[src/rtl/cpt_pkg.sv]
package cpt_pkg;

    // Defaults for the top-level parameters
    localparam int DATA_WIDTH_DEF      = 16;
    localparam int ANGLE_WIDTH_DEF     = 16;
    localparam int TRIG_TABLE_BITS_DEF = 10;

    // Sine/cosine: signed Q1.15, table magnitude is 15 bits
    localparam int TRIG_W     = 16;
    localparam int TRIG_MAG_W = 15;
    localparam logic [TRIG_MAG_W-1:0] TRIG_MAG_MAX = {TRIG_MAG_W{1'b1}};

    // Q16 transform constants
    localparam logic [15:0] K_THIRD      = 16'd21845;
    localparam logic [15:0] K_INV_SQRT3  = 16'd37837;
    localparam logic [15:0] K_HALF_SQRT3 = 16'd56756;

    // Rounding shifts
    localparam int CLARKE_SHIFT = 16;
    localparam int ROT_SHIFT    = 15;

    // pi/2 in Q30, for table generation
    localparam logic [63:0] HALF_PI_Q30 = 64'd1686629713;
    localparam int          TAYLOR_TERMS = 16;

    typedef enum logic {
        CMD_FORWARD = 1'b0,
        CMD_INVERSE = 1'b1
    } cmd_t;

    // Stage advance enables, one per pipeline register
    typedef struct packed {
        logic s1;
        logic s2;
        logic s3;
        logic s4;
        logic s5;
    } pipe_en_t;

    // Unsigned quotient by shift and subtract; table generation only
    function automatic logic [63:0] udiv64(input logic [63:0] num,
                                           input logic [63:0] den);
        logic [63:0] quo;
        logic [64:0] rem;
        quo = '0;
        rem = '0;
        for (int i = 63; i >= 0; i--) begin
            rem = {rem[63:0], num[i]};
            if (rem >= {1'b0, den}) begin
                rem    = rem - {1'b0, den};
                quo[i] = 1'b1;
            end
        end
        return quo;
    endfunction

    // Quarter-wave entry k of a 2^bits table: sin(pi/2 * k / 2^bits), Q1.15.
    // Evaluated at elaboration only.
    function automatic logic [TRIG_MAG_W-1:0] sine_entry(input int unsigned k,
                                                         input int unsigned bits);
        logic [63:0]        x;
        logic [63:0]        x2;
        logic [63:0]        term;
        logic signed [63:0] sum;
        x    = (HALF_PI_Q30 * 64'(k)) >> bits;
        x2   = (x * x) >> 30;
        term = x;
        sum  = $signed(x);
        for (int n = 1; n < TAYLOR_TERMS; n++) begin
            term = (term * x2) >> 30;
            term = udiv64(term, 64'(2 * n) * 64'(2 * n + 1));
            if (n[0]) begin
                sum = sum - $signed(term);
            end else begin
                sum = sum + $signed(term);
            end
        end
        if (sum < 0) begin
            sum = 64'sd0;
        end
        sum = (sum + 64'sd16384) >>> 15;
        if (sum > $signed({49'd0, TRIG_MAG_MAX})) begin
            sum = $signed({49'd0, TRIG_MAG_MAX});
        end
        return sum[TRIG_MAG_W-1:0];
    endfunction

endpackage

[src/rtl/cpt_rotate.sv]
module cpt_rotate #(
    parameter int DATA_WIDTH = cpt_pkg::DATA_WIDTH_DEF
) (
    input  logic                               aclk,
    input  cpt_pkg::pipe_en_t                  en,
    input  cpt_pkg::cmd_t                      cmd_in,
    input  logic signed [DATA_WIDTH-1:0]       alpha,
    input  logic signed [DATA_WIDTH-1:0]       beta,
    input  logic signed [DATA_WIDTH-1:0]       value_d,
    input  logic signed [DATA_WIDTH-1:0]       value_q,
    input  logic signed [cpt_pkg::TRIG_W-1:0]  sin_in,
    input  logic signed [cpt_pkg::TRIG_W-1:0]  cos_in,
    output cpt_pkg::cmd_t                      cmd_out,
    output logic signed [DATA_WIDTH-1:0]       x_out,
    output logic signed [DATA_WIDTH-1:0]       y_out,
    output logic signed [DATA_WIDTH-1:0]       r0_out,
    output logic signed [DATA_WIDTH-1:0]       r1_out
);

    localparam int W  = DATA_WIDTH;
    localparam int MW = W + cpt_pkg::TRIG_W;
    localparam int SW = W + 17;

    localparam logic signed [SW-1:0] SAT_HI = $signed({{(SW-W+1){1'b0}}, {(W-1){1'b1}}});
    localparam logic signed [SW-1:0] SAT_LO = ~SAT_HI;
    localparam logic signed [SW-1:0] RND    = SW'(1) <<< (cpt_pkg::ROT_SHIFT - 1);

    function automatic logic signed [W-1:0] sat_w(input logic signed [SW-1:0] v);
        if (v > SAT_HI) begin
            return SAT_HI[W-1:0];
        end else if (v < SAT_LO) begin
            return SAT_LO[W-1:0];
        end
        return v[W-1:0];
    endfunction

    // stage 3: operand select and the four products
    logic signed [W-1:0]  x_sel;
    logic signed [W-1:0]  y_sel;
    logic signed [MW-1:0] xc_next;
    logic signed [MW-1:0] ys_next;
    logic signed [MW-1:0] xs_next;
    logic signed [MW-1:0] yc_next;

    assign x_sel   = (cmd_in == cpt_pkg::CMD_FORWARD) ? alpha : value_d;
    assign y_sel   = (cmd_in == cpt_pkg::CMD_FORWARD) ? beta  : value_q;
    assign xc_next = MW'(x_sel) * MW'(cos_in);
    assign ys_next = MW'(y_sel) * MW'(sin_in);
    assign xs_next = MW'(x_sel) * MW'(sin_in);
    assign yc_next = MW'(y_sel) * MW'(cos_in);

    cpt_pkg::cmd_t        cmd3_reg;
    logic signed [W-1:0]  x3_reg;
    logic signed [W-1:0]  y3_reg;
    logic signed [MW-1:0] xc_reg;
    logic signed [MW-1:0] ys_reg;
    logic signed [MW-1:0] xs_reg;
    logic signed [MW-1:0] yc_reg;

    always_ff @(posedge aclk) begin
        if (en.s3) begin
            cmd3_reg <= cmd_in;
            x3_reg   <= x_sel;
            y3_reg   <= y_sel;
            xc_reg   <= xc_next;
            ys_reg   <= ys_next;
            xs_reg   <= xs_next;
            yc_reg   <= yc_next;
        end
    end

    // stage 4: sum, round, saturate
    // forward:  d = x.cos + y.sin, q = y.cos - x.sin
    // inverse:  alpha = x.cos - y.sin, beta = x.sin + y.cos
    logic signed [SW-1:0] sum0;
    logic signed [SW-1:0] sum1;
    logic signed [SW-1:0] sh0;
    logic signed [SW-1:0] sh1;
    logic signed [W-1:0]  r0_next;
    logic signed [W-1:0]  r1_next;

    always_comb begin
        if (cmd3_reg == cpt_pkg::CMD_FORWARD) begin
            sum0 = SW'(xc_reg) + SW'(ys_reg);
            sum1 = SW'(yc_reg) - SW'(xs_reg);
        end else begin
            sum0 = SW'(xc_reg) - SW'(ys_reg);
            sum1 = SW'(xs_reg) + SW'(yc_reg);
        end
    end

    assign sh0     = (sum0 + RND) >>> cpt_pkg::ROT_SHIFT;
    assign sh1     = (sum1 + RND) >>> cpt_pkg::ROT_SHIFT;
    assign r0_next = sat_w(sh0);
    assign r1_next = sat_w(sh1);

    cpt_pkg::cmd_t       cmd4_reg;
    logic signed [W-1:0] x4_reg;
    logic signed [W-1:0] y4_reg;
    logic signed [W-1:0] r0_reg;
    logic signed [W-1:0] r1_reg;

    always_ff @(posedge aclk) begin
        if (en.s4) begin
            cmd4_reg <= cmd3_reg;
            x4_reg   <= x3_reg;
            y4_reg   <= y3_reg;
            r0_reg   <= r0_next;
            r1_reg   <= r1_next;
        end
    end

    assign cmd_out = cmd4_reg;
    assign x_out   = x4_reg;
    assign y_out   = y4_reg;
    assign r0_out  = r0_reg;
    assign r1_out  = r1_reg;

endmodule

[config.mk]
export PLATFORM = sky130hd
export DESIGN_NAME = cpt_rotate
export DESIGN_NICKNAME = d
export VERILOG_FILES = /design/src/rtl/cpt_pkg.sv /design/src/rtl/cpt_rotate.sv
export SDC_FILE = /design/constraint.sdc
export NUM_CORES = 2
export LEC_CHECK = 0
export ABC_AREA = 1
export BUFFER_PORTS_ARGS = -buffer_cell sky130_fd_sc_hd__buf_2
export CAP_MARGIN = 30
export CORE_UTILIZATION = 55
export CTS_BUF_LIST = sky130_fd_sc_hd__clkbuf_8 sky130_fd_sc_hd__clkbuf_16
export CTS_CLUSTER_DIAMETER = 60
export DETAILED_ROUTE_END_ITERATION = 8
export PLACE_DENSITY = 0.71
export SLEW_MARGIN = 20
export SYNTH_ARGS = -nofsm -noshare
export SYNTH_HDL_FRONTEND = slang
export SYNTH_SLANG_ARGS = --single-unit
export TNS_END_PERCENT = 30
[constraint.sdc]
create_clock -name aclk -period 7.46 [get_ports aclk]
set_input_delay 0.373 -clock aclk [delete_from_list [all_inputs] [get_ports aclk]]
set_output_delay 0.373 -clock aclk [all_outputs]
set_load 0.02 [all_outputs]
==> run metrics <==
largest net degree at the start of global routing=75; CTS clk-pin slew, worst paths=roughly 0.06 ns; Nets=just over 8000; min-delay src=en[2]; post-CTS sizing=0; drt first pass iters=6; Worst Tran Pin Value=0.9428 ns; Final Critical Period=6.901 ns; Worst slew margin=0.3714; core box area=around 0.096 sq mm; Hold Crit Class=input port to flip-flop; htree depth=2; Die W=313.5 um; yosys warns=0; Tcrit/Tclk final=0.9250; synthesized area=0.05335 sq mm; worst r2r src=xs_reg[0]$_DFFE_PP_; status=completed; Max Clk Rate=roughly 140 MHz; area grow syn2layout=9.354%; final hold vios=0; ys flop type=edfxtp_1; RSZ-0062 raised after global routing=no; crit path max fanout=23; layout cells sized above 1=0.08891; placed cell area=0.05701 sq mm; I/O pin cnt=168; WHS Path Cells=1; Sink Count=226; number of buffers added on ports=164; count leader, synth=inv_1; # rows=113; final setup vio count=0; Seq/Total Area, Yosys=0.1272; startpoint types=input port; Avg Cell Area, Syn=just over 8 sq um; initial antenna violation count=4; CP required=~8 ns; # Post-CTS Setup Buffers=0; Reg2Reg Setup Slack=2.15 ns; Chip Height=about 310 um; synthesis-stage register bit count=226; Post-synth EDFFs=226; reg2reg end=r1_out[0]$_DFFE_PP_; global route overflow=0; CTS Hold Bufs=0; Post-Route Utilization=0.6105; 1st-iter DRT viols=3890; synth top area cells=fa_1, edfxtp_1, inv_1; vias in the first global route=44020; Vias/cell=5.336; design area=0.05835 sq mm; Routed Antenna Nets=0; routability congestion estimate=~0.98; global-route wire length before repair=252800 um; number of buffers created by CTS=38; DR WL/cell=between 20 and 25 um; Worst Hold End=y3_reg[15]$_DFFE_PP_; Setup TNS=0 ns; Synth async-reset ratio=0; area leader, netlist=fa_1; Worst Setup End Kind=flip-flop; Starting Density=0.5582; Post-Synthesis Cells=6470; CP arrival=7.25 ns; clock buffer depth=3; post-DP HPWL=135700 um; Final Skew=0.02203 ns; Clock Tree Root=clkbuf_16; final wirelength=~160000 um; total global-route track usage=0.3451; Worst R2R Path Depth=27; Vias=between 40000 and 50000; Die ar.=0.09826 sq mm; CP Class=input port to flip-flop; Worst-Skew Late Latency=0.62 ns; Syn Nets=around 8000; CTS tree=yes; max-cap violation count=0; DRC viols=0; Yosys top cell area share=0.3932; Post-synth top cells=inv_1, nand2_1, fa_1; Netlist cell types=49; Max Slew Vio Count=0
-- cell type report --
cell class | instances | area [sq um]
diodes | 4 | 10.01
clock buffers | 38 | 950.9
clock inverters | 32 | 346.6
fillers | 8705 | 37230
inverters | 1663 | 6242
multi-input cells | 4399 | 39670
flip-flops and latches | 226 | 6787
well taps | 1265 | 1583
repair buffers | 402 | 2761
-- routing by layer --
metal  wire length (um)  GRT usage  up-vias
met1              63950     0.4625    20990
met5                 43          0        -
met4               9244     0.1820        6
li1                   -          -    19510
met2              72180     0.5264     1983
met3              17150    0.07673      361
-- worst max-delay path, stage by stage --
cell and delay (ns):
buf_2 0.11, inv_1 0.06, buf_4 0.21, or2_2 0.29
nand2_1 0.15, clkinv_1 0.56, buf_4 0.40, nand2_1 0.09
fa_1 0.41, fa_1 0.49, inv_1 0.06, fa_1 0.50
inv_1 0.06, fa_1 0.47, fa_1 0.49, inv_1 0.05
fa_1 0.45, ha_1 0.40, nand2_1 0.10, nor2_1 0.25
inv_1 0.06, o21ai_0 0.43, a21oi_1 0.19, o21bai_1 0.16
buf_4 0.13, nand3_1 0.09, nand3_1 0.09, nand2_1 0.10
-- how the worst max path moves through the flow --
stage | from | end | slack (ns) | cells past startpoint
after floorplan | cmd_in | ys_reg[28]$_DFFE_PP_ | 0.75 | 30
after global placement | cmd_in | yc_reg[31]$_DFFE_PP_ | 0.20 | 30
after detailed placement | cmd_in | yc_reg[27]$_DFFE_PP_ | 0.14 | 28
after CTS | cmd_in | yc_reg[27]$_DFFE_PP_ | 0.79 | 28
after global routing | cmd_in | yc_reg[31]$_DFFE_PP_ | 0.36 | 30
final | cmd_in | yc_reg[27]$_DFFE_PP_ | 0.56 | 28
-- metrics by stage --
stage               setup WS [ns]  instances  hold WS [ns]
floorplan                  0.7529       6470        0.4003
global placement           0.1989       7954        0.4012
detailed placement         0.1379       7954        0.4052
CTS                        0.7947       8024        0.1549
global route               0.3563       8025        0.1902
finish                     0.5593       8029        0.1837
-- cell families after synthesis --
logic type      Yosys count  share of synthesized area
xor+xnor                243                    0.03989
fa+ha+maj              1444                     0.4861
buf+inv                1845                     0.1304
simple gates           2352                     0.1796
compound gates          360                    0.03691
flops                   226                     0.1272
-- placed cells by master (no fill, tap or decap), types with 5 or more instances in the layout --
| master | synthesis | routed |
|---|---|---|
| a21o_1 | 6 | 6 |
| a21oi_1 | 177 | 177 |
| a31oi_1 | 16 | 16 |
| and2_1 | 14 | 14 |
| buf_12 | 0 | 10 |
| buf_2 | 0 | 162 |
| buf_4 | 0 | 228 |
| clkbuf_16 | 0 | 38 |
| clkinv_1 | 22 | 25 |
| edfxtp_1 | 226 | 226 |
| fa_1 | 1048 | 1048 |
| ha_1 | 396 | 396 |
| inv_1 | 1631 | 1635 |
| inv_2 | 10 | 10 |
| inv_6 | 0 | 8 |
| inv_8 | 0 | 5 |
| nand2_1 | 1304 | 1304 |
| nand2_2 | 25 | 25 |
| nand3_1 | 120 | 120 |
| nand3_2 | 7 | 7 |
| nand3b_1 | 7 | 7 |
| nand4_1 | 33 | 33 |
| nor2_1 | 715 | 715 |
| nor2_2 | 22 | 22 |
| nor2_4 | 6 | 6 |
| nor3_1 | 42 | 42 |
| o211ai_1 | 6 | 6 |
| o21a_1 | 8 | 8 |
| o21ai_0 | 97 | 85 |
| o21ai_1 | 16 | 14 |
| o21ai_2 | 0 | 14 |
| o21bai_1 | 13 | 13 |
| o31ai_1 | 8 | 8 |
| or2_2 | 42 | 42 |
| xnor2_1 | 96 | 96 |
| xor2_1 | 147 | 147 |
Power is left out: the tool's default activity adds up to more than one toggle a clock period on the data nets, which glitch-free logic cannot reach.
