## src/rtl/cpt_pkg.sv

```systemverilog
package cpt_pkg;

    // Defaults for the top-level parameters
    localparam int DATA_WIDTH_DEF      = 16;
    localparam int ANGLE_WIDTH_DEF     = 16;
    localparam int TRIG_TABLE_BITS_DEF = 10;

    // Sine/cosine: signed Q1.15, table magnitude is 15 bits
    localparam int TRIG_W     = 16;
    localparam int TRIG_MAG_W = 15;
    localparam logic [TRIG_MAG_W-1:0] TRIG_MAG_MAX = {TRIG_MAG_W{1'b1}};

    // Q16 transform constants
    localparam logic [15:0] K_THIRD      = 16'd21845;
    localparam logic [15:0] K_INV_SQRT3  = 16'd37837;
    localparam logic [15:0] K_HALF_SQRT3 = 16'd56756;

    // Rounding shifts
    localparam int CLARKE_SHIFT = 16;
    localparam int ROT_SHIFT    = 15;

    // pi/2 in Q30, for table generation
    localparam logic [63:0] HALF_PI_Q30 = 64'd1686629713;
    localparam int          TAYLOR_TERMS = 16;

    typedef enum logic {
        CMD_FORWARD = 1'b0,
        CMD_INVERSE = 1'b1
    } cmd_t;

    // Stage advance enables, one per pipeline register
    typedef struct packed {
        logic s1;
        logic s2;
        logic s3;
        logic s4;
        logic s5;
    } pipe_en_t;

    // Unsigned quotient by shift and subtract; table generation only
    function automatic logic [63:0] udiv64(input logic [63:0] num,
                                           input logic [63:0] den);
        logic [63:0] quo;
        logic [64:0] rem;
        quo = '0;
        rem = '0;
        for (int i = 63; i >= 0; i--) begin
            rem = {rem[63:0], num[i]};
            if (rem >= {1'b0, den}) begin
                rem    = rem - {1'b0, den};
                quo[i] = 1'b1;
            end
        end
        return quo;
    endfunction

    // Quarter-wave entry k of a 2^bits table: sin(pi/2 * k / 2^bits), Q1.15.
    // Evaluated at elaboration only.
    function automatic logic [TRIG_MAG_W-1:0] sine_entry(input int unsigned k,
                                                         input int unsigned bits);
        logic [63:0]        x;
        logic [63:0]        x2;
        logic [63:0]        term;
        logic signed [63:0] sum;
        x    = (HALF_PI_Q30 * 64'(k)) >> bits;
        x2   = (x * x) >> 30;
        term = x;
        sum  = $signed(x);
        for (int n = 1; n < TAYLOR_TERMS; n++) begin
            term = (term * x2) >> 30;
            term = udiv64(term, 64'(2 * n) * 64'(2 * n + 1));
            if (n[0]) begin
                sum = sum - $signed(term);
            end else begin
                sum = sum + $signed(term);
            end
        end
        if (sum < 0) begin
            sum = 64'sd0;
        end
        sum = (sum + 64'sd16384) >>> 15;
        if (sum > $signed({49'd0, TRIG_MAG_MAX})) begin
            sum = $signed({49'd0, TRIG_MAG_MAX});
        end
        return sum[TRIG_MAG_W-1:0];
    endfunction

endpackage

```

## src/rtl/cpt_clarke.sv

```systemverilog
module cpt_clarke #(
    parameter int DATA_WIDTH = cpt_pkg::DATA_WIDTH_DEF
) (
    input  logic                         aclk,
    input  cpt_pkg::pipe_en_t            en,
    input  logic signed [DATA_WIDTH-1:0] phase_a,
    input  logic signed [DATA_WIDTH-1:0] phase_b,
    input  logic signed [DATA_WIDTH-1:0] phase_c,
    output logic signed [DATA_WIDTH-1:0] alpha,
    output logic signed [DATA_WIDTH-1:0] beta
);

    localparam int W  = DATA_WIDTH;
    localparam int PW = W + 18;

    localparam logic signed [PW-1:0] SAT_HI = $signed({{(PW-W+1){1'b0}}, {(W-1){1'b1}}});
    localparam logic signed [PW-1:0] SAT_LO = ~SAT_HI;
    localparam logic signed [PW-1:0] RND    = PW'(1) <<< (cpt_pkg::CLARKE_SHIFT - 1);

    function automatic logic signed [W-1:0] sat_w(input logic signed [PW-1:0] v);
        if (v > SAT_HI) begin
            return SAT_HI[W-1:0];
        end else if (v < SAT_LO) begin
            return SAT_LO[W-1:0];
        end
        return v[W-1:0];
    endfunction

    // stage 1: sums
    logic signed [W+1:0] a_x;
    logic signed [W+1:0] b_x;
    logic signed [W+1:0] c_x;
    logic signed [W+1:0] sa_next;
    logic signed [W:0]   sb_next;

    assign a_x     = (W+2)'(phase_a);
    assign b_x     = (W+2)'(phase_b);
    assign c_x     = (W+2)'(phase_c);
    assign sa_next = (a_x <<< 1) - b_x - c_x;
    assign sb_next = (W+1)'(phase_b) - (W+1)'(phase_c);

    logic signed [W+1:0] sa_reg;
    logic signed [W:0]   sb_reg;

    always_ff @(posedge aclk) begin
        if (en.s1) begin
            sa_reg <= sa_next;
            sb_reg <= sb_next;
        end
    end

    // stage 2: scale, round, saturate
    logic signed [PW-1:0] k_third;
    logic signed [PW-1:0] k_inv_sqrt3;
    logic signed [PW-1:0] prod_a;
    logic signed [PW-1:0] prod_b;
    logic signed [PW-1:0] sh_a;
    logic signed [PW-1:0] sh_b;
    logic signed [W-1:0]  alpha_next;
    logic signed [W-1:0]  beta_next;

    assign k_third     = $signed({1'b0, cpt_pkg::K_THIRD});
    assign k_inv_sqrt3 = $signed({1'b0, cpt_pkg::K_INV_SQRT3});
    assign prod_a      = PW'(sa_reg) * k_third;
    assign prod_b      = PW'(sb_reg) * k_inv_sqrt3;
    assign sh_a        = (prod_a + RND) >>> cpt_pkg::CLARKE_SHIFT;
    assign sh_b        = (prod_b + RND) >>> cpt_pkg::CLARKE_SHIFT;
    assign alpha_next  = sat_w(sh_a);
    assign beta_next   = sat_w(sh_b);

    logic signed [W-1:0] alpha_reg;
    logic signed [W-1:0] beta_reg;

    always_ff @(posedge aclk) begin
        if (en.s2) begin
            alpha_reg <= alpha_next;
            beta_reg  <= beta_next;
        end
    end

    assign alpha = alpha_reg;
    assign beta  = beta_reg;

endmodule

```

## config.mk

```make
export PLATFORM = sky130hd
export DESIGN_NAME = cpt_clarke
export DESIGN_NICKNAME = d
export VERILOG_FILES = /design/src/rtl/cpt_pkg.sv /design/src/rtl/cpt_clarke.sv
export SDC_FILE = /design/constraint.sdc
export NUM_CORES = 1
export LEC_CHECK = 0
export ABC_AREA = 1
export BUFFER_PORTS_ARGS = -buffer_cell sky130_fd_sc_hd__buf_2
export CAP_MARGIN = 20
export CELL_PAD_IN_SITES_DETAIL_PLACEMENT = 2
export CELL_PAD_IN_SITES_GLOBAL_PLACEMENT = 2
export CORE_ASPECT_RATIO = 0.6
export CORE_UTILIZATION = 40
export CTS_CLUSTER_DIAMETER = 40
export DETAILED_ROUTE_END_ITERATION = 7
export PLACE_DENSITY_LB_ADDON = 0.05
export SLEW_MARGIN = 20
export SYNTH_ARGS = -nofsm -noshare
export SYNTH_HDL_FRONTEND = slang
export SYNTH_SLANG_ARGS = --single-unit
```

## constraint.sdc

```tcl
create_clock -name aclk -period 6.1 [get_ports aclk]
set_input_delay 0.61 -clock aclk [delete_from_list [all_inputs] [get_ports aclk]]
set_output_delay 0.61 -clock aclk [all_outputs]
set_load 0.05 [all_outputs]
```

==> run_summary.xml <==
<?xml version="1.0" encoding="UTF-8"?>
<metrics>
  <group name="synthesis">
    <metric name="synth.distinct_cells" unit="">42</metric>
    <metric name="synth_edf_count" unit="">67</metric>
    <metric name="synth_area_leader_cell" unit="">fa_1</metric>
    <metric name="dominantRegCellSynth" unit="">edfxtp_1</metric>
    <metric name="postSynthNetCount" unit="">2619</metric>
    <metric name="postSynth.asyncResetShare" unit="%">0</metric>
    <metric name="yosys-top-cells-area" unit="">fa_1, ha_1, inv_1, edfxtp_1, nand2_1</metric>
    <metric name="synthesis.instances" unit="">2035</metric>
    <metric name="synth_sequential_area_ratio" unit="%">12.04</metric>
    <metric name="synthesized_flop_and_latch_total" unit="">67</metric>
    <metric name="synth-warning-count" unit="">0</metric>
    <metric name="synthesis.area_per_instance" unit="µm²">8.211</metric>
    <metric name="synthesis.area" unit="µm²">16710</metric>
    <metric name="synth_top_cell_area_share" unit="%">26.96</metric>
  </group>
  <group name="cells_and_area">
    <metric name="layout.cells.most_common_list" unit="">inv_1, nand2_1, ha_1</metric>
    <metric name="final_core_density" unit="%">45.72</metric>
    <metric name="largest_register_ffs" unit="">18</metric>
    <metric name="layout.filler_cells" unit="">4674</metric>
    <metric name="final_common_cell" unit="">inv_1</metric>
    <metric name="sequential_cell_area" unit="µm²">2012</metric>
    <metric name="nets" unit="">2754</metric>
    <metric name="drive_gt1_share" unit="%">9.471</metric>
    <metric name="syn_to_final_growth" unit="%">11.61</metric>
    <metric name="instances_no_fill" unit="">2736</metric>
    <metric name="area_used_by_multi_input_combinational_logic" unit="µm²">12560</metric>
  </group>
  <group name="clock_network">
    <metric name="clkTransAtPathRegs" unit="ns">0.07</metric>
    <metric name="clock_tree.htree_level_count" unit="">3</metric>
    <metric name="tritoncts_clock_tree" unit="">yes</metric>
    <metric name="maximum_buffer_depth_of_the_clock_tree" unit="">2</metric>
    <metric name="cts.sink_count" unit="">67</metric>
    <metric name="worstSkewPairLatency" unit="ns">0.39</metric>
    <metric name="clock-root-buffer" unit="">clkbuf_16</metric>
    <metric name="cts-buffers-inserted" unit="">9</metric>
  </group>
  <group name="worst_setup_path">
    <metric name="cp.required" unit="ns">6.24</metric>
    <metric name="startpoint_type" unit="">flop</metric>
    <metric name="crit_start" unit="">sa_reg[13]</metric>
    <metric name="critPathKind" unit="">flop to flop</metric>
    <metric name="setup.worst_path.end_class" unit="">flop</metric>
    <metric name="timing.critical_path.buf_inv" unit="">5</metric>
    <metric name="endpoint" unit="">alpha[14]</metric>
    <metric name="reg2reg_slack" unit="ns">0.13</metric>
    <metric name="reg2reg_to" unit="">alpha[14]</metric>
    <metric name="worst_path_most_repeated_cell" unit="">nand2_1</metric>
    <metric name="critical_path.cell_chain" unit="">ha_1, inv_1, fa_1, inv_1, fa_1, fa_1, fa_1, inv_1, fa_1, inv_1, ha_1, nand2_1, nor2_1, nand2_1, and2_1, nand2_1, nand2_1, nand2_1, nand2_1, nand2_2, o21bai_4, buf_12, nand2_1</metric>
    <metric name="critical-path-max-stage-delay" unit="ns">0.57</metric>
    <metric name="critical_path.reg2reg.startpoint" unit="">sa_reg[13]</metric>
    <metric name="rr_worst_depth" unit="">23</metric>
    <metric name="worst_path_dominant_cell_family" unit="">adder cells</metric>
    <metric name="cp_data_arrival_time" unit="ns">6.10</metric>
    <metric name="critical_path_cell_count" unit="">23</metric>
    <metric name="critical_path.max_fanout" unit="">15</metric>
    <metric name="crit_path_top_delay_cell" unit="">fa_1</metric>
  </group>
  <group name="sta">
    <metric name="rsz0062_at_grt" unit="">true</metric>
    <metric name="timing_worst_slew_pin_value" unit="ns">0.9470</metric>
    <metric name="finalHoldViolCount" unit="">0</metric>
    <metric name="final-max-slew-violation-count" unit="">0</metric>
    <metric name="fin_worst_skew" unit="ns">0.01872</metric>
    <metric name="finalSetupViolations" unit="">0</metric>
    <metric name="achievable-frequency" unit="MHz">167.6</metric>
    <metric name="relSlewSlack" unit="%">36.87</metric>
    <metric name="finalCriticalPeriod" unit="ns">5.965</metric>
    <metric name="worst_slack" unit="ns">0.1347</metric>
    <metric name="aggregate_negative_setup_slack" unit="ns">0</metric>
    <metric name="finalCritPeriodShare" unit="%">97.79</metric>
  </group>
  <group name="floorplanning">
    <metric name="die_height" unit="µm">160.3</metric>
    <metric name="initial_utilization" unit="%">40.96</metric>
    <metric name="pin_count" unit="">86</metric>
    <metric name="core-area" unit="µm²">40790</metric>
    <metric name="dieWidth" unit="µm">265.9</metric>
    <metric name="fp.dieArea" unit="µm²">42620</metric>
    <metric name="floorplan.rows" unit="">57</metric>
  </group>
  <group name="grt">
    <metric name="first_global_vias" unit="">15521</metric>
    <metric name="globalRoute.totalOverflow" unit="">0</metric>
    <metric name="first_pass_grt_wire_length" unit="µm">93210</metric>
    <metric name="largest_net_degree_at_the_start_of_global_routing" unit="">36</metric>
    <metric name="number_of_antenna_violations_at_the_first_check_in_global_routing" unit="">5</metric>
    <metric name="grt.total_usage" unit="%">29.28</metric>
  </group>
  <group name="placement">
    <metric name="hpwlAfterDp" unit="µm">52650</metric>
    <metric name="placed_cells" unit="">2701</metric>
    <metric name="finalWeightedCongestion" unit="">0.8947</metric>
    <metric name="numPortBuffers" unit="">82</metric>
    <metric name="placement.setup.worst_slack" unit="ns">0.05610</metric>
  </group>
  <group name="drt">
    <metric name="route.detailed.wl_per_inst" unit="µm">22.25</metric>
    <metric name="drc" unit="">0</metric>
    <metric name="drt_first_iter_violations" unit="">807</metric>
    <metric name="drt-vias-per-instance" unit="">5.101</metric>
    <metric name="final_antenna_net_count" unit="">0</metric>
    <metric name="postRouteWirelength" unit="µm">60870</metric>
    <metric name="detailroute.via_count" unit="">13955</metric>
    <metric name="drt_pre_antenna_iters" unit="">5</metric>
  </group>
  <group name="worst_hold_path">
    <metric name="worst_hold_path_type" unit="">input port to flop</metric>
    <metric name="hold_path_start" unit="">phase_c[0]</metric>
  </group>
  <group name="run_status">
    <metric name="outcome" unit="">finished, final reports clean</metric>
  </group>
  <group name="job">
    <metric name="cap_violations" unit="">0</metric>
  </group>
</metrics>
==> cells by family (layout without fill, tap and decap cells) <==
logic type | Yosys count | after routing | synth area share (%)
simple gates | 582 | 583 | 14.38
buf+inv | 607 | 746 | 13.84
xor+xnor | 77 | 77 | 4.036
fa+ha+maj | 530 | 530 | 49.79
other cells | 0 | 1 | 0
flops | 67 | 67 | 12.04
compound gates | 170 | 170 | 5.788
mux | 2 | 2 | 0.1273
==> synthesized netlist by cell type, drive strengths merged, types with 2 or more instances <==
cell type	number
xor2	55
o31ai	3
or2	2
clkbuf	2
nand2	392
inv	601
a21o	7
a21oi	90
o21a	4
edfxtp	67
o21bai	14
a211oi	2
fa	225
nor2	106
xnor2	22
o211ai	2
o21ai	42
ha	305
and2	4
nand3b	4
nor3	13
buf	4
nor4	3
a31oi	4
nand4	10
a21boi	2
nand3	47
==> metrics by stage <==
step                hold WS, ns  cell area (µm²)
finish                   0.7035            18650
CTS                      0.6736            18330
detailed placement        1.076            17990
global placement          1.034            17990
floorplan                0.7225            16710
global route             0.6727            18650
==> routing by layer <==
metal	GRT usage [%]	routed length, µm
met5	0	56
met4	4.519	722
met3	5.842	3577
met2	40.97	24530
met1	46.42	31990
==> cell type report <==
class	count	share of cell area (%)
Inverter	601	12.10
Antenna cell	1	0.01342
Clock inverter	6	0.6038
Clock buffer	10	1.228
Multi-Input combinational cell	1362	67.34
Timing Repair Buffer	129	4.180
Tap cell	560	3.757
Sequential cell	67	10.79
==> worst reg2reg max path, stage by stage (launching register included) <==
cell	delay, ns
edfxtp_1	0.50
ha_1	0.38
inv_1	0.09
fa_1	0.57
inv_1	0.10
fa_1	0.51
fa_1	0.49
fa_1	0.56
inv_1	0.06
fa_1	0.47
inv_1	0.04
ha_1	0.39
nand2_1	0.21
nor2_1	0.21
nand2_1	0.07
and2_1	0.13
nand2_1	0.14
nand2_1	0.11
nand2_1	0.07
nand2_1	0.06
nand2_2	0.16
o21bai_4	0.16
buf_12	0.15
nand2_1	0.08
==> how the worst min path moves through the flow <==
stage | slack, ns | endpoint | depth (start not counted)
floorplan | 0.72 | alpha[0] | 0
global placement | 1.03 | sa_reg[0] | 3
detailed placement | 1.08 | sa_reg[0] | 3
CTS | 0.67 | sb_reg[0] | 3
global route | 0.67 | sb_reg[0] | 3
finish | 0.70 | sb_reg[0] | 3
==> what timing repair did <==
item,in CTS,in global routing
endpoints found under the hold margin,0,0
gates resized for setup,0,40
buffers inserted,0,17
endpoints found under the setup margin,0,30
hold buffers,0,0
Power is not shown: default switching activity piles up to over one toggle a cycle in this logic, so the estimate is an artifact.
