<file path="src/rtl/cpt_pkg.sv">
package cpt_pkg;

    // Defaults for the top-level parameters
    localparam int DATA_WIDTH_DEF      = 16;
    localparam int ANGLE_WIDTH_DEF     = 16;
    localparam int TRIG_TABLE_BITS_DEF = 10;

    // Sine/cosine: signed Q1.15, table magnitude is 15 bits
    localparam int TRIG_W     = 16;
    localparam int TRIG_MAG_W = 15;
    localparam logic [TRIG_MAG_W-1:0] TRIG_MAG_MAX = {TRIG_MAG_W{1'b1}};

    // Q16 transform constants
    localparam logic [15:0] K_THIRD      = 16'd21845;
    localparam logic [15:0] K_INV_SQRT3  = 16'd37837;
    localparam logic [15:0] K_HALF_SQRT3 = 16'd56756;

    // Rounding shifts
    localparam int CLARKE_SHIFT = 16;
    localparam int ROT_SHIFT    = 15;

    // pi/2 in Q30, for table generation
    localparam logic [63:0] HALF_PI_Q30 = 64'd1686629713;
    localparam int          TAYLOR_TERMS = 16;

    typedef enum logic {
        CMD_FORWARD = 1'b0,
        CMD_INVERSE = 1'b1
    } cmd_t;

    // Stage advance enables, one per pipeline register
    typedef struct packed {
        logic s1;
        logic s2;
        logic s3;
        logic s4;
        logic s5;
    } pipe_en_t;

    // Unsigned quotient by shift and subtract; table generation only
    function automatic logic [63:0] udiv64(input logic [63:0] num,
                                           input logic [63:0] den);
        logic [63:0] quo;
        logic [64:0] rem;
        quo = '0;
        rem = '0;
        for (int i = 63; i >= 0; i--) begin
            rem = {rem[63:0], num[i]};
            if (rem >= {1'b0, den}) begin
                rem    = rem - {1'b0, den};
                quo[i] = 1'b1;
            end
        end
        return quo;
    endfunction

    // Quarter-wave entry k of a 2^bits table: sin(pi/2 * k / 2^bits), Q1.15.
    // Evaluated at elaboration only.
    function automatic logic [TRIG_MAG_W-1:0] sine_entry(input int unsigned k,
                                                         input int unsigned bits);
        logic [63:0]        x;
        logic [63:0]        x2;
        logic [63:0]        term;
        logic signed [63:0] sum;
        x    = (HALF_PI_Q30 * 64'(k)) >> bits;
        x2   = (x * x) >> 30;
        term = x;
        sum  = $signed(x);
        for (int n = 1; n < TAYLOR_TERMS; n++) begin
            term = (term * x2) >> 30;
            term = udiv64(term, 64'(2 * n) * 64'(2 * n + 1));
            if (n[0]) begin
                sum = sum - $signed(term);
            end else begin
                sum = sum + $signed(term);
            end
        end
        if (sum < 0) begin
            sum = 64'sd0;
        end
        sum = (sum + 64'sd16384) >>> 15;
        if (sum > $signed({49'd0, TRIG_MAG_MAX})) begin
            sum = $signed({49'd0, TRIG_MAG_MAX});
        end
        return sum[TRIG_MAG_W-1:0];
    endfunction

endpackage

</file>
<file path="src/rtl/cpt_inv_clarke.sv">
module cpt_inv_clarke #(
    parameter int DATA_WIDTH = cpt_pkg::DATA_WIDTH_DEF
) (
    input  logic                         aclk,
    input  cpt_pkg::pipe_en_t            en,
    input  cpt_pkg::cmd_t                cmd,
    input  logic signed [DATA_WIDTH-1:0] x_in,
    input  logic signed [DATA_WIDTH-1:0] y_in,
    input  logic signed [DATA_WIDTH-1:0] r0_in,
    input  logic signed [DATA_WIDTH-1:0] r1_in,
    output logic signed [DATA_WIDTH-1:0] alpha_out,
    output logic signed [DATA_WIDTH-1:0] beta_out,
    output logic signed [DATA_WIDTH-1:0] d_out,
    output logic signed [DATA_WIDTH-1:0] q_out,
    output logic signed [DATA_WIDTH-1:0] a_out,
    output logic signed [DATA_WIDTH-1:0] b_out,
    output logic signed [DATA_WIDTH-1:0] c_out
);

    localparam int W  = DATA_WIDTH;
    localparam int SW = W + 18;

    localparam logic signed [SW-1:0] SAT_HI = $signed({{(SW-W+1){1'b0}}, {(W-1){1'b1}}});
    localparam logic signed [SW-1:0] SAT_LO = ~SAT_HI;
    localparam logic signed [SW-1:0] RND    = SW'(1) <<< (cpt_pkg::CLARKE_SHIFT - 1);

    function automatic logic signed [W-1:0] sat_w(input logic signed [SW-1:0] v);
        if (v > SAT_HI) begin
            return SAT_HI[W-1:0];
        end else if (v < SAT_LO) begin
            return SAT_LO[W-1:0];
        end
        return v[W-1:0];
    endfunction

    // -alpha/2 in Q16 is a shift; beta.sqrt3/2 takes the multiplier
    logic signed [SW-1:0] k_half_sqrt3;
    logic signed [SW-1:0] neg_half_al;
    logic signed [SW-1:0] be_prod;
    logic signed [SW-1:0] b_sh;
    logic signed [SW-1:0] c_sh;
    logic                 fwd;

    assign k_half_sqrt3 = $signed({1'b0, cpt_pkg::K_HALF_SQRT3});
    assign neg_half_al  = -(SW'(r0_in) <<< (cpt_pkg::CLARKE_SHIFT - 1));
    assign be_prod      = SW'(r1_in) * k_half_sqrt3;
    assign b_sh         = (neg_half_al + be_prod + RND) >>> cpt_pkg::CLARKE_SHIFT;
    assign c_sh         = (neg_half_al - be_prod + RND) >>> cpt_pkg::CLARKE_SHIFT;
    assign fwd          = (cmd == cpt_pkg::CMD_FORWARD);

    logic signed [W-1:0] alpha_reg;
    logic signed [W-1:0] beta_reg;
    logic signed [W-1:0] d_reg;
    logic signed [W-1:0] q_reg;
    logic signed [W-1:0] a_reg;
    logic signed [W-1:0] b_reg;
    logic signed [W-1:0] c_reg;

    always_ff @(posedge aclk) begin
        if (en.s5) begin
            alpha_reg <= fwd ? x_in  : r0_in;
            beta_reg  <= fwd ? y_in  : r1_in;
            d_reg     <= fwd ? r0_in : '0;
            q_reg     <= fwd ? r1_in : '0;
            a_reg     <= fwd ? '0    : r0_in;
            b_reg     <= fwd ? '0    : sat_w(b_sh);
            c_reg     <= fwd ? '0    : sat_w(c_sh);
        end
    end

    assign alpha_out = alpha_reg;
    assign beta_out  = beta_reg;
    assign d_out     = d_reg;
    assign q_out     = q_reg;
    assign a_out     = a_reg;
    assign b_out     = b_reg;
    assign c_out     = c_reg;

endmodule
</file>
<file path="config.mk">
export PLATFORM = sky130hd
export DESIGN_NAME = cpt_inv_clarke
export DESIGN_NICKNAME = d
export VERILOG_FILES = /design/src/rtl/cpt_pkg.sv /design/src/rtl/cpt_inv_clarke.sv
export SDC_FILE = /design/constraint.sdc
export NUM_CORES = 1
export LEC_CHECK = 0
export BUFFER_PORTS_ARGS = -buffer_cell sky130_fd_sc_hd__buf_2
export CORE_UTILIZATION = 50
export CTS_BUF_LIST = sky130_fd_sc_hd__clkbuf_2
export DETAILED_ROUTE_END_ITERATION = 7
export GPL_ROUTABILITY_DRIVEN = 0
export PLACE_DENSITY = 0.69
export SETUP_SLACK_MARGIN = 0.15
export SYNTH_ARGS = -nofsm -noshare
export SYNTH_HDL_FRONTEND = slang
export SYNTH_SLANG_ARGS = --single-unit
</file>
<file path="constraint.sdc">
create_clock -name aclk -period 12.7 [get_ports aclk]
set_clock_uncertainty 0.15 [all_clocks]
set_input_delay 1.27 -clock aclk [delete_from_list [all_inputs] [get_ports aclk]]
set_output_delay 1.27 -clock aclk [all_outputs]
set_load 0.05 [all_outputs]
</file>
==> impl_metrics.ini, run 1 <==
[yosys]
avgSynthCellArea_sq_um = 10.4
synthTopCellsByCount = inv_1, ha_1, fa_1
synth_seq_area_share = 0.263
async_flop_share = 0
synth_top_cell_by_area = edfxtp_1
yosysTopAreaCellShare = 0.263
synth_flop_cell = edfxtp_1
ys_types = 75
synth_most_common_cell = inv_1
ys_warn_count = 0
syn_area_sq_um = 12800
yosys-top-cells-area = edfxtp_1, fa_1, ha_1, inv_1, a21o_1
synth_edf_count = 112
synth_nets = 1602
syn_inst = 1235
ys_ff_latch = 112

[global_route]
grt_pass1_wl_microns = 44000
grt_antenna_before_repair = 1
first_global_vias = 8900
grt_usage = 0.213
grt_max_degree = 69
overflow = 0

[floorplan]
die_h_microns = 162
die-width_microns = 162
rows = 58
core_region_area_sq_um = 25100
dieArea_sq_um = 26200
initial_utilization = 0.509
io_pins = 183

[clock_tree]
clock_sinks = 112
cts_resized = 0
numCtsBuffers = 9
cts_tree = built
clkTransAtPathRegs_ns = 0.39
post-cts-setup-buffers = 0
cts_root_buf = clkbuf_2
hold_buffers = 0
h-tree-depth = 3
cts_max_path_buffers = 2

[routing]
met3_wirelength_microns = 1120
vias_per_cell = 5.30
first_pass_iters = 5
antenna_left = 0
wirelength_microns = 27600
wl_per_cell_microns = 15.9
vias = 9198
wl_met2_microns = 13300
drcViolationCount = 0
top_layer = met4
wl_met1_microns = 12800
drt_iter0_markers = 479

[critical_path]
path_class = in2reg
cp.required_ns = 13.09
cp_slowest_cell = fa_1
cp-end-kind = flip-flop
path_max_fanout = 13
start_kind = primary input
arrival_ns = 10.05
worst_path_most_repeated_cell = fa_1
critPathMaxStageDelay_ns = 0.56

[finish]
ff_latch_area_sq_um = 3360
post-route-util = 0.562
n_fill_cell = 2246
drive_gt1_frac = 0.164
multiInputGateArea_sq_um = 8320
syn_to_final_growth_pct = 10.5
nets = 1768

[sta]
drv_slew = 0
max_slew_margin = 0.390
max_freq_ghz = 0.104
period_share = 0.761
worst_pin_slew_ns = 0.915
finalHoldViolCount = 0
setup_viol = 0
grt_setup_unrepaired = no
period_minus_slack_ns = 9.66
final.setup.tns_ns = 0

[placement]
io_buffer_count = 178
hpwl_microns = 22700

[status]
status = completed

[worst_hold_path]
hold_path_class = in2reg

[job]
maxCapViolCount = 0
-- per-layer routing --
| metal | GRT usage | up-vias |
|---|---|---|
| met5 | 0 | - |
| met4 | 0.0446 | 0 |
| met3 | 0.0289 | 20 |
| met2 | 0.357 | 203 |
| met1 | 0.295 | 4465 |
| li1 | - | 4510 |
-- flip-flops by register name, indices dropped and copies added (netlist names) --
register   flops
alpha_out     16
q_out         16
a_out         16
b_out         16
c_out         16
d_out         16
beta_out      16
-- cells by family after synthesis --
kind of cell,after synthesis,synth area share
AND/OR/NAND/NOR,198,0.0852
buffers and inverters,287,0.0863
AO/OA/AOI/OAI,244,0.135
adder cells (fa/ha/maj),296,0.360
multiplexers,22,0.0192
flip-flops,112,0.263
XOR/XNOR,76,0.0521
-- cells in the final DEF (no fill, tap or decap), types with 4 or more instances in the layout --
master and n:
o211ai_1 9, clkbuf_2 9, edfxtp_1 112, inv_1 262
fa_1 119, nor3_1 21, nor2_1 40, a211o_1 5
a21o_1 67, and2_1 19, nand2_1 28, nor4_1 4
nand4_1 5, xor2_1 23, a21oi_1 54, nor2b_1 31
nand3_1 13, o21a_1 8, xnor2_1 53, nand2b_1 10
o41ai_1 4, mux2_2 16, a2111oi_0 4, o21ai_0 27
o21bai_1 10, mux2i_1 5, a211oi_1 9, or4_1 6
a31oi_1 8, and3_1 5, buf_2 177, ha_1 177
-- worst max-delay path, delay by kind of cell --
kind                     cells  cell delay (ns)
AND/OR/NAND/NOR              2             0.34
XOR/XNOR                     1             0.16
buffers and inverters        5             0.38
adder cells (fa/ha/maj)      9             3.89
multiplexers                 1             0.12
AO/OA/AOI/OAI               14             3.87
-- final timing paths --
kind                  startpoint                       to  slack, ns  depth (start not counted)
worst min-delay path    x_in[10]  alpha_out[10]$_DFFE_PP_       0.63                          2
worst max-delay path    r1_in[7]   b_out[3]$_SDFFCE_PN0P_       3.04                         32
-- stage by stage --
stage / area (sq um) / instances / hold slack (ns) / worst slack [ns]
finish: 14100 / 1737 / 0.631 / 3.04
global route: 14100 / 1737 / 0.552 / 2.44
CTS: 14100 / 1736 / 0.588 / 3.10
detailed placement: 14000 / 1720 / 1.40 / 2.28
global placement: 14000 / 1720 / 1.40 / 2.39
floorplan: 12800 / 1235 / 1.23 / 3.35
-- final cells by class --
type	instances	area share
diodes	1	0.000177
repair buffers	180	0.0643
inverters	262	0.0696
clock inverters	7	0.00629
multi-input cells	836	0.589
flip-flops and latches	112	0.238
well taps	330	0.0292
clock buffers	9	0.00319
Power of run 1 is not shown: default switching activity piles up to over one toggle a cycle in this logic, so the estimate is an artifact.
==> run 2: changes to the inputs <==
--- a/config.mk
+++ b/config.mk
@@ -10,7 +10,7 @@
 export CTS_BUF_LIST = sky130_fd_sc_hd__clkbuf_2
 export DETAILED_ROUTE_END_ITERATION = 7
 export GPL_ROUTABILITY_DRIVEN = 0
-export PLACE_DENSITY = 0.69
+export PLACE_DENSITY = 0.72
 export SETUP_SLACK_MARGIN = 0.15
 export SYNTH_ARGS = -nofsm -noshare
 export SYNTH_HDL_FRONTEND = slang
==> constraint.sdc (replaced) <==
create_clock -name aclk -period 8.7 [get_ports aclk]
set_clock_uncertainty 0.15 [all_clocks]
set_input_delay 0.87 -clock aclk [delete_from_list [all_inputs] [get_ports aclk]]
set_output_delay 0.87 -clock aclk [all_outputs]
set_load 0.05 [all_outputs]
==> impl_metrics.ini, run 2 (synthesis gave the netlist of run 1 again) <==
[global_route]
grt_antenna_before_repair = 1
first_global_vias = 10300
grt_pass1_wl_microns = 48600
overflow = 0
grt_usage = 0.234
grt_max_degree = 77

[routing]
vias = 10200
drcViolationCount = 0
wirelength_microns = 31000
antenna_left = 0
wl_per_cell_microns = 15.7
first_pass_iters = 5
drt_iter0_markers = 575
vias_per_cell = 5.17

[floorplan]
io_pins = 183
core_region_area_sq_um = 25100
initial_utilization = 0.509
die_h_microns = 162
die-width_microns = 162
dieArea_sq_um = 26200
rows = 58

[sta]
finalHoldViolCount = 0
worst_pin_slew_ns = 0.959
setup_viol = 0
max_freq_ghz = 0.120
timing.final.ws_setup_ns = 0.340
period_share = 0.961
max_slew_margin = 0.361
holdWs_ns = 0.242
period_minus_slack_ns = 8.36
drv_slew = 0

[critical_path]
cp_slowest_cell = fa_1
path_max_fanout = 6
cp-end-kind = flip-flop
critPathMaxStageDelay_ns = 0.55
cp.required_ns = 9.07
arrival_ns = 8.73
start_kind = primary input
path_class = in2reg

[clock_tree]
cts_root_buf = clkbuf_2
clock_sinks = 112
h-tree-depth = 3
cts_max_path_buffers = 2
cts_tree = built
numCtsBuffers = 9
clkTransAtPathRegs_ns = 0.39

[finish]
syn_to_final_growth_pct = 28.1
nets = 2005
mostFrequentLayoutCells = inv_1, buf_4, buf_2
final_area_sq_um = 16400
ff_latch_area_sq_um = 3360
instances_no_fill = 1974
n_fill_cell = 2002
layout_commonest_cell = inv_1
drive_gt1_frac = 0.321
multiInputGateArea_sq_um = 8760

[worst_hold_path]
hold_depth = 2
hold_path_class = in2reg
hold_end = alpha_out[8]$_DFFE_PP_
hp-start = x_in[8]

[placement]
io_buffer_count = 178
hpwl_microns = 25600
post-place-ws_ns = -0.576
dpl.cell_count = 1941
dpl_cell_area_sq_um = 15700

[status]
status = completed

[job]
maxCapViolCount = 0
run 2: cell count changes in the layout (fill, tap and decap cells not counted), sizes merged:
cell,change
buf,+236
clkinv,-1
clkinvlp,+1
o31a,+1
run 2: worst max-delay path by stage:
stage | cells past startpoint | to | startpoint | slack (ns)
after global placement | 32 | b_out[4]$_SDFFCE_PN0P_ | r1_in[8] | -0.41
after global routing | 36 | b_out[3]$_SDFFCE_PN0P_ | r1_in[8] | -0.01
after floorplan | 33 | b_out[7]$_SDFFCE_PN0P_ | r1_in[8] | 0.16
final | 36 | b_out[3]$_SDFFCE_PN0P_ | r1_in[8] | 0.34
after CTS | 37 | b_out[1]$_SDFFCE_PN0P_ | r1_in[8] | 0.24
after detailed placement | 33 | b_out[3]$_SDFFCE_PN0P_ | r1_in[8] | -0.58
run 2: repair_timing:
item / in CTS / in global routing
endpoints found under the setup margin: 0 / 31
hold buffers: 0 / 0
gates resized for setup: 0 / 75
endpoints found under the hold margin: 0 / 0
buffers inserted: 0 / 14
run 2: cell type report:
class	instances	area share
Antenna cell	1	0.000153
Clock buffer	9	0.00275
Clock inverter	7	0.00489
Inverter	262	0.0601
Multi-Input combinational cell	837	0.535
Sequential cell	112	0.205
Tap cell	330	0.0252
Timing Repair Buffer	416	0.166
run 2: worst max-delay path, delay by kind of cell:
family / cells / cell delay [ns]
multiplexers: 1 / 0.11
AO/OA/AOI/OAI: 10 / 2.34
AND/OR/NAND/NOR: 5 / 0.57
XOR/XNOR: 1 / 0.16
buffers and inverters: 10 / 1.06
adder cells (fa/ha/maj): 9 / 3.61
run 2: routing by layer:
metal | up-vias | wire length, microns | GRT usage
met2 | 272 | 15400 | 0.406
met1 | 4905 | 13500 | 0.305
met3 | 38 | 1430 | 0.0291
met5 | - | 0 | 0
met4 | 0 | 562 | 0.0703
li1 | 4993 | - | -
run 2: through the flow:
stage,utilization,setup TNS [ns]
after floorplan,-,0
after global placement,0.626,-10.84
after detailed placement,0.626,-16.00
after CTS,0.631,0
after global routing,0.652,-0.0160
final,0.652,0
Power of run 2 is left out for the same reason.
==> run 3: changes to the inputs <==
--- a/config.mk
+++ b/config.mk
@@ -6,11 +6,11 @@
 export NUM_CORES = 1
 export LEC_CHECK = 0
 export BUFFER_PORTS_ARGS = -buffer_cell sky130_fd_sc_hd__buf_2
-export CORE_UTILIZATION = 50
+export CORE_UTILIZATION = 45
 export CTS_BUF_LIST = sky130_fd_sc_hd__clkbuf_2
 export DETAILED_ROUTE_END_ITERATION = 7
 export GPL_ROUTABILITY_DRIVEN = 0
-export PLACE_DENSITY = 0.72
+export PLACE_DENSITY = 0.66
 export SETUP_SLACK_MARGIN = 0.15
 export SYNTH_ARGS = -nofsm -noshare
 export SYNTH_HDL_FRONTEND = slang
==> impl_metrics.ini, run 3 (synthesis gave the netlist of run 1 again) <==
[status]
status = completed

[critical_path]
critPathMaxStageDelay_ns = 0.56
worst_path_most_repeated_cell = ha_1
cp_slowest_cell = fa_1
path_class = in2reg
cp-end-kind = flip-flop
cp.required_ns = 9.06
path_max_fanout = 7
arrival_ns = 8.66
cp-startpoint = r1_in[5]
start_kind = primary input

[clock_tree]
numCtsBuffers = 9
cts_root_buf = clkbuf_2
h-tree-depth = 3
clock_sinks = 112
cts_tree = built
clkTransAtPathRegs_ns = 0.42
cts_max_path_buffers = 2
hold_buffers = 0

[global_route]
first_global_vias = 10100
grt_pass1_wl_microns = 49300
grt_usage = 0.217
grt_max_degree = 78
grt_antenna_before_repair = 1
overflow = 0

[sta]
final.setup.tns_ns = 0
drv_slew = 0
period_minus_slack_ns = 8.30
grt_setup_unrepaired = no
max_freq_ghz = 0.120
max_slew_margin = 0.344
worst_pin_slew_ns = 0.984
finalHoldViolCount = 0
period_share = 0.954
setup_viol = 0
timing.final.ws_setup_ns = 0.399

[routing]
vias = 10100
wirelength_microns = 30800
first_pass_iters = 4
wl_per_cell_microns = 15.2
drcViolationCount = 0
drt_iter0_markers = 418
vias_per_cell = 4.96
antenna_left = 0

[finish]
instances_no_fill = 2029
syn_to_final_growth_pct = 27.1
post-route-util = 0.583
mostFrequentLayoutCells = inv_1, buf_4, buf_2
layout_commonest_cell = inv_1
drive_gt1_frac = 0.305
nets = 2011

[floorplan]
dieArea_sq_um = 29100
core_region_area_sq_um = 27900
io_pins = 183
die_h_microns = 171
die-width_microns = 171
initial_utilization = 0.459
rows = 61

[worst_hold_path]
hold_path_class = in2reg
hp-start = y_in[15]

[placement]
dpl.cell_count = 2003
hpwl_microns = 26100
io_buffer_count = 178
post-place-ws_ns = -0.477

[job]
maxCapViolCount = 0
-- run 3: changes by cell type in the layout (fill, tap and decap cells not counted), moves of 5 or more --
cell / change
o21ai_1: -5
ha_4: -9
ha_1: +11
a21oi_2: -5
a21oi_1: +7
o21ai_0: +6
buf_4: +9
-- run 3: worst paths after layout --
path,to,slack [ns],depth (start not counted)
min,beta_out[15]$_DFFE_PP_,0.24,2
max,c_out[2]$_SDFFCE_PN0P_,0.40,33
-- run 3: critical path: cells and delay by family --
kind | cells | cell delay, ns
AO/OA/AOI/OAI | 14 | 3.02
adder cells (fa/ha/maj) | 9 | 3.48
buffers and inverters | 7 | 0.58
AND/OR/NAND/NOR | 3 | 0.70
-- run 3: layout make-up --
class	instances	area, sq um
repair buffers	423	2750
well taps	378	473
flip-flops and latches	112	3360
fillers	2408	11600
multi-input cells	836	8520
clock buffers	9	45.0
clock inverters	7	109
diodes	2	5.00
inverters	262	983
-- run 3: metal layers --
metal / track usage / wire length (microns) / vias up
li1: - / - / 5002
met1: 0.281 / 14000 / 4803
met2: 0.378 / 14900 / 216
met3: 0.0282 / 1330 / 35
met4: 0.0603 / 553 / 0
met5: 0 / 0 / -
-- run 3: through the flow --
step,instance area (sq um),hold slack [ns]
floorplan,12800,0.832
global placement,15900,0.992
detailed placement,15900,0.999
CTS,16000,0.175
global route,16200,0.179
finish,16200,0.242
-- run 3: timing repair --
item | in CTS | in global routing
setup endpoints to repair | 0 | 30
resized for setup | 0 | 29
setup buffers | 0 | 7
Power of run 3 is left out for the same reason.
